File: config.mk
export PLATFORM = sky130hd
export DESIGN_NAME = prlt_div
export DESIGN_NICKNAME = d
export VERILOG_FILES = /design/src/prlt_pkg.sv /design/src/prlt_div.sv
export SDC_FILE = /design/constraint.sdc
export NUM_CORES = 1
export LEC_CHECK = 0
export BUFFER_PORTS_ARGS = -buffer_cell sky130_fd_sc_hd__buf_2
export CAP_MARGIN = 20
export CORE_UTILIZATION = 45
export CTS_BUF_LIST = sky130_fd_sc_hd__clkbuf_8
export DETAILED_ROUTE_END_ITERATION = 10
export PLACE_DENSITY = 0.76
export SLEW_MARGIN = 30
export SYNTH_ARGS = -nofsm -noshare
export SYNTH_HDL_FRONTEND = slang
export SYNTH_SLANG_ARGS = --single-unit
export TNS_END_PERCENT = 50
File: constraint.sdc
create_clock -name clk_i -period 2.1 [get_ports clk_i]
set_clock_uncertainty 0.15 [all_clocks]
set_input_delay 0.105 -clock clk_i [delete_from_list [all_inputs] [get_ports clk_i]]
set_output_delay 0.105 -clock clk_i [all_outputs]
set_load 0.05 [all_outputs]
File: src/prlt_pkg.sv
package prlt_pkg;

  localparam int unsigned PRLT_DEPTH = 64;

  localparam int unsigned TIME_W = 48;
  localparam int unsigned RTT_W  = 32;
  localparam int unsigned SEQ_W  = 8;
  localparam int unsigned RATE_W = 16;
  localparam int unsigned REQ_W  = 2;

  localparam logic [REQ_W-1:0] REQ_REPORT = 2'd0;
  localparam logic [REQ_W-1:0] REQ_ACK    = 2'd1;
  localparam logic [REQ_W-1:0] REQ_CLEAR  = 2'd2;

  localparam int unsigned RATE_SHIFT = 15;

  typedef struct packed {
    logic [RTT_W-1:0]  rtt;
    logic [TIME_W-1:0] send_time;
  } tbl_entry_t;

  typedef struct packed {
    logic rd;
    logic wr;
    logic clr;
  } tbl_cmd_t;

endpackage

File: src/prlt_div.sv
module prlt_div
  import prlt_pkg::*;
#(
  parameter int unsigned DW = 7
) (
  input  logic             clk_i,
  input  logic             rst_ni,
  input  logic             start_i,
  input  logic [RTT_W-1:0] dividend_i,
  input  logic [DW-1:0]    divisor_i,
  output logic             done_o,
  output logic [RTT_W-1:0] quotient_o
);

  localparam int unsigned CNT_W = $clog2(RTT_W);

  logic             busy_q, busy_d;
  logic             done_q, done_d;
  logic [CNT_W-1:0] cnt_q, cnt_d;
  logic [DW-1:0]    rem_q, rem_d;
  logic [DW-1:0]    dvs_q, dvs_d;
  logic [RTT_W-1:0] quo_q, quo_d;
  logic [DW:0]      trial;
  logic             fits;

  assign trial = {rem_q, quo_q[RTT_W-1]};
  assign fits  = trial >= {1'b0, dvs_q};

  always_comb begin
    busy_d = busy_q;
    done_d = 1'b0;
    cnt_d  = cnt_q;
    rem_d  = rem_q;
    dvs_d  = dvs_q;
    quo_d  = quo_q;
    if (start_i) begin
      busy_d = 1'b1;
      cnt_d  = '0;
      rem_d  = '0;
      dvs_d  = divisor_i;
      quo_d  = dividend_i;
    end else if (busy_q) begin
      rem_d = fits ? DW'(trial - {1'b0, dvs_q}) : DW'(trial);
      quo_d = {quo_q[RTT_W-2:0], fits};
      cnt_d = cnt_q + CNT_W'(1);
      if (cnt_q == CNT_W'(RTT_W - 1)) begin
        busy_d = 1'b0;
        done_d = 1'b1;
      end
    end
  end

  always_ff @(posedge clk_i or negedge rst_ni) begin
    if (!rst_ni) begin
      busy_q <= 1'b0;
      done_q <= 1'b0;
      cnt_q  <= '0;
    end else begin
      busy_q <= busy_d;
      done_q <= done_d;
      cnt_q  <= cnt_d;
    end
  end

  always_ff @(posedge clk_i) begin
    rem_q <= rem_d;
    dvs_q <= dvs_d;
    quo_q <= quo_d;
  end

  assign done_o     = done_q;
  assign quotient_o = quo_q;

endmodule
=== Word level (Yosys, flattened, before mapping) ===
Index checks and enable logic that the tools add are counted.

* $add $sub $neg: 2
* Order comparisons: 1
* Eq/ne operators: 1
* Multiplexer cells: 11
* Reduce and logical (&&, ||, !) cells: 1

{| class="wikitable"
|+ Operators with widths
! cell !! count
|-
| 32-bit two-way mux || 2
|-
| 5-bit two-way mux || 2
|-
| 8-bit by 7-bit greater-or-equal comparator with 1-bit output || 1
|-
| 7-bit two-way mux || 1
|-
| 7-bit subtractor || 1
|-
| 1-bit two-way mux || 6
|-
| 5-bit by 1-bit adder with 5-bit output, second input constant || 1
|-
| 5-bit == test, second input constant || 1
|-
| 2-bit nonzero test || 1
|}

* Register bits after elaboration: 53
* Bits of input ports: 42
* Output and inout bits: 33

=== Depth between registers and ports, before layout ===
* Depth after elaboration: 4
* Gate-level depth with buffers: 9

=== Least setup slack after synthesis ===
OpenSTA, ideal clock, no wires.

* Path kind: register -> register
* Start: reg quo_q[31] (netlist: quotient_o[31])
* End: reg rem_q[0]
* Setup time: 88 ps
* Data arrival time: 2447 ps
* Path slack: -585 ps
* Cell stages (with the launch flop): 10
* Buffers on the path: 2
* Period minus slack after synthesis: 2685 ps
* Cell sequence: edfxtp_1 inv_1 ha_1 fa_1 nand2b_1 a211o_1 buf_6 and3_1 buf_6 a311oi_2

* Longest elaborated chain between the ends: 2
* Elaborated cells on any way between the ends: 3
* Those cells by class: add/sub: 1; order compare: 1; mux: 1

{| class="wikitable"
|+ Ends and longest elaborated chain
! item !! RTL line !! RTL
|-
| from (decl) || prlt_div.sv:22 || <nowiki>logic [RTT_W-1:0] quo_q, quo_d;</nowiki>
|-
| from (signal assigned) || prlt_div.sv:68 || <nowiki>quo_q <= quo_d;</nowiki>
|-
| 7-bit subtractor / 8-bit by 7-bit greater-or-equal comparator with 1-bit output (equally long branches) || prlt_div.sv:43, prlt_div.sv:27 ||
|-
| 7-bit two-way mux * || prlt_div.sv:43 || <nowiki>rem_d = fits ? DW'(trial - {1'b0, dvs_q}) : DW'(trial);</nowiki>
|-
| to (signal assigned) || prlt_div.sv:66 || <nowiki>rem_q <= rem_d;</nowiki>
|-
| to (decl) || prlt_div.sv:20 || <nowiki>logic [DW-1:0] rem_q, rem_d;</nowiki>
|}

Every way passes the cells marked *; elsewhere a longest branch is shown, timed or not.
A chain may end at the register's enable or synchronous reset.

=== Worst setup path in the final report ===
* Start: reg dvs_q[0]
* End: reg rem_q[0]

* Longest elaborated chain between the ends: 2
* Elaborated cells on any way between the ends: 3
* Those cells by class: add/sub: 1; order compare: 1; mux: 1

{| class="wikitable"
|+ Ends and longest elaborated chain
! item !! RTL line !! RTL
|-
| from (decl) || prlt_div.sv:21 || <nowiki>logic [DW-1:0] dvs_q, dvs_d;</nowiki>
|-
| from (signal assigned) || prlt_div.sv:67 || <nowiki>dvs_q <= dvs_d;</nowiki>
|-
| 7-bit subtractor / 8-bit by 7-bit greater-or-equal comparator with 1-bit output (equally long branches) || prlt_div.sv:43, prlt_div.sv:27 ||
|-
| 7-bit two-way mux * || prlt_div.sv:43 ||
|}

Marked as above.

==> out/metrics.yaml <==
critical_path:
  path_class: "reg2reg"
  startpoint_type: "flip-flop"
  critPathRequiredTime_ns: 2.17
  path_max_fanout: 6
  end_kind: "flip-flop"
  worst-r2r-setup-slack_ns: -0.04
  critPathArrivalTime_ns: 2.21
power:
  pwr_density_cell_nw_per_um2: 958.8
  power_leakage_uw: 0.001674
  peakVddDrop_mv: 0.4898
run_status:
  status: "finished, violations left"
  violations: "setup timing"
timing:
  fin_crit_sh_pct: 101.9
  finalSetupViolCount: 3
  setup_ws_ns: -0.04015
  rsz0062_at_grt: "yes"
  max-slew-margin-rel_pct: 74.18
  period_needed_ns: 2.140
  finalHoldViolations: 0
  tightest_slew_ns: 0.3845
  fmax_mhz: 467.3
  drv_slew: 0
detailed_routing:
  drtPass1Iterations: 4
  drt_iter0_drc: 131
  ant_nets: 0
  wl_per_cell_um: 15.15
  vias: 2078
  routed_wl_mm: 6.151
  via_per_inst: 5.118
  route.detailed.drc: 0
yosys:
  syn-num-nets: 258
  synth_compound_area_share_pct: 10.40
  synth-xor-area-share_pct: 1.625
  synth_top_family_by_area: "multiplexers"
  synthAdderAreaFrac_pct: 4.921
  avgSynthCellArea_um2: 13.08
  synthSimpleGateAreaFrac_pct: 9.517
  netlist_top_cells_area: "edfxtp_1, mux2_2, dfrtp_1, dfxtp_1, ha_1"
  synth_warnings: 0
  syn_inst: 206
  synthMuxAreaShare_pct: 14.07
  syn_area_um2: 2695
  yosysTopAreaCell: "edfxtp_1"
  seq_area_frac_synth_pct: 55.15
  yosysTopAreaCellShare_pct: 43.45
  ys.flop_type: "edfxtp_1"
  synth_edf_count: 39
  synth_seq_cells: 53
  async_flop_share_pct: 13.21
  ys_types: 46
final_layout:
  area_growth_pct: 43.18
  layout-drive-gt1-share_pct: 45.81
  fin_cells: 406
  final_area_um2: 3859
  nets: 385
  mostFrequentLayoutCell: "buf_2"
  layout_common_cells: "buf_2, dlygate4sd3_1, edfxtp_1"
  antenna-diode-count: 0
die:
  ioPinCount: 75
  dieWidth_um: 79.39
  chipHeight_um: 79.39
  core-area_um2: 5642
  fp-row-count: 27
  start_util_pct: 47.77
  die-area_um2: 6303
clock_tree:
  h-tree-depth: 2
  clk_path_buf_depth: 2
  cts-buffers-inserted: 5
  cts-root-buf: "clkbuf_8"
  cts_tree: "yes"
  path_clk_slew_ns: 0.09
  insertion_delay_ns: 0.31
  cts_sinks: 53
placed_design:
  dp_hpwl_mm: 4.013
  pre_cts_ws_ns: -0.05915
  placed_area_um2: 3203
  dp_cells: 351
  port_buffers: 74
  routabilityCongestion: 0.8877
global_routing:
  antenna_found_initial: 0
  grt_max_degree: 24
  grt_pass1_vias: 2075
  grt_use_total_pct: 20.02
  overflow: 0
  grt_pass1_wl_mm: 9.446
job:
  cap_violations: 0
hold_path:
  min_path_type: "in2reg"
[final timing paths]
kind                                            start               endpoint  cells past startpoint
worst max-delay path               dvs_q[0]$_DFFE_PP_  rem_q[0]$_SDFFE_PP0P_                      6
worst min-delay path                          start_i     dvs_q[6]$_DFFE_PP_                      1
worst max register to register     dvs_q[0]$_DFFE_PP_  rem_q[0]$_SDFFE_PP0P_                      6
worst min register to register  rem_q[1]$_SDFFE_PP0P_  rem_q[2]$_SDFFE_PP0P_                      2
max in group asynchronous                      rst_ni   cnt_q[0]$_DFFE_PN0P_                      4
min in group asynchronous                      rst_ni   cnt_q[1]$_DFFE_PN0P_                      3
[through the flow]
step / utilization [%] / setup TNS [ns] / hold slack [ns] / total power (uW)
global route: 68.40 / -0.3665 / 0.02000 / 3876
finish: 68.40 / -0.1083 / 0.02373 / 3700
CTS: 67.15 / -0.1875 / 0.01575 / 3583
detailed placement: 56.78 / -0.2134 / -0.1998 / 2785
global placement: 56.78 / 0 / -0.2053 / 2761
floorplan: - / -2.897 / -0.3406 / 2495
[synthesized netlist by cell type, drive strengths merged, types with 2 or more instances]
library cell,instances
ha,9
a211oi,3
and3,2
buf,5
nor3b,6
nand2,7
nand2b,3
a311oi,2
clkbuf,6
edfxtp,39
o21ai,5
o31ai,2
o21bai,2
inv,13
xnor2,3
mux2,31
a41oi,4
a21o,2
or2,4
dfxtp,7
nor3,2
xor2,2
a31oi,2
dfrtp,7
o21a,2
nor2b,4
nand4,3
nor2,13
mux2i,3
[registers in the layout, summed over array words and instances (netlist names)]
signal,cells
dvs_q,7
cnt_q,5
rem_q,7
done_o,1
busy_q,1
quotient_o,32
[critical path, stage by stage (launching register included)]
cell and delay, ns:
edfxtp_1 0.43, ha_4 0.19, fa_2 0.33, nand2b_4 0.15
a211o_1 0.32, and3_4 0.24, a311oi_2 0.23
[what timing repair did]
item / CTS / global route
endpoints found under the hold margin: 46 / 0
buffers inserted: 3 / 2
gates resized for setup: 7 / 10
hold buffers: 42 / 0
pin swaps: 4 / 6
setup endpoints to repair: 6 / 8
[where the power goes]
part	leakage, uW	internal, uW	switching (uW)	total [uW]
sequential	0.000556	1290	108	1400
combinational	0.00106	691	923	1610
clock	0.0000595	353	329	682
[cells by family after synthesis]
group | after synthesis
muxes | 34
xor gates and xnor gates | 5
and+or+nand+nor | 47
DFF | 53
buffers and inverters | 24
adders and majority gates | 10
AOI/OAI and AO/OA | 33
[layer usage]
| layer | routed length (um) | vias to the layer above | GRT usage [%] |
|---|---|---|---|
| met5 | 0 | - | 0 |
| met4 | 142 | 0 | 8.727 |
| met3 | 254 | 13 | 3.771 |
| met2 | 3261 | 55 | 36.12 |
| met1 | 2492 | 991 | 22.98 |
| li1 | - | 1019 | - |
[final cells by class]
| class | count | area, um2 |
|---|---|---|
| Multi-Input combinational cell | 129 | 1202 |
| Clock buffer | 5 | 68.82 |
| Sequential cell | 53 | 1486 |
| Clock inverter | 3 | 42.54 |
| Timing Repair Buffer | 131 | 919.6 |
| Fill cell | 379 | 1783 |
| Inverter | 13 | 48.80 |
| Tap cell | 72 | 90.09 |
Note: power is estimated with default switching activity, not from simulation.
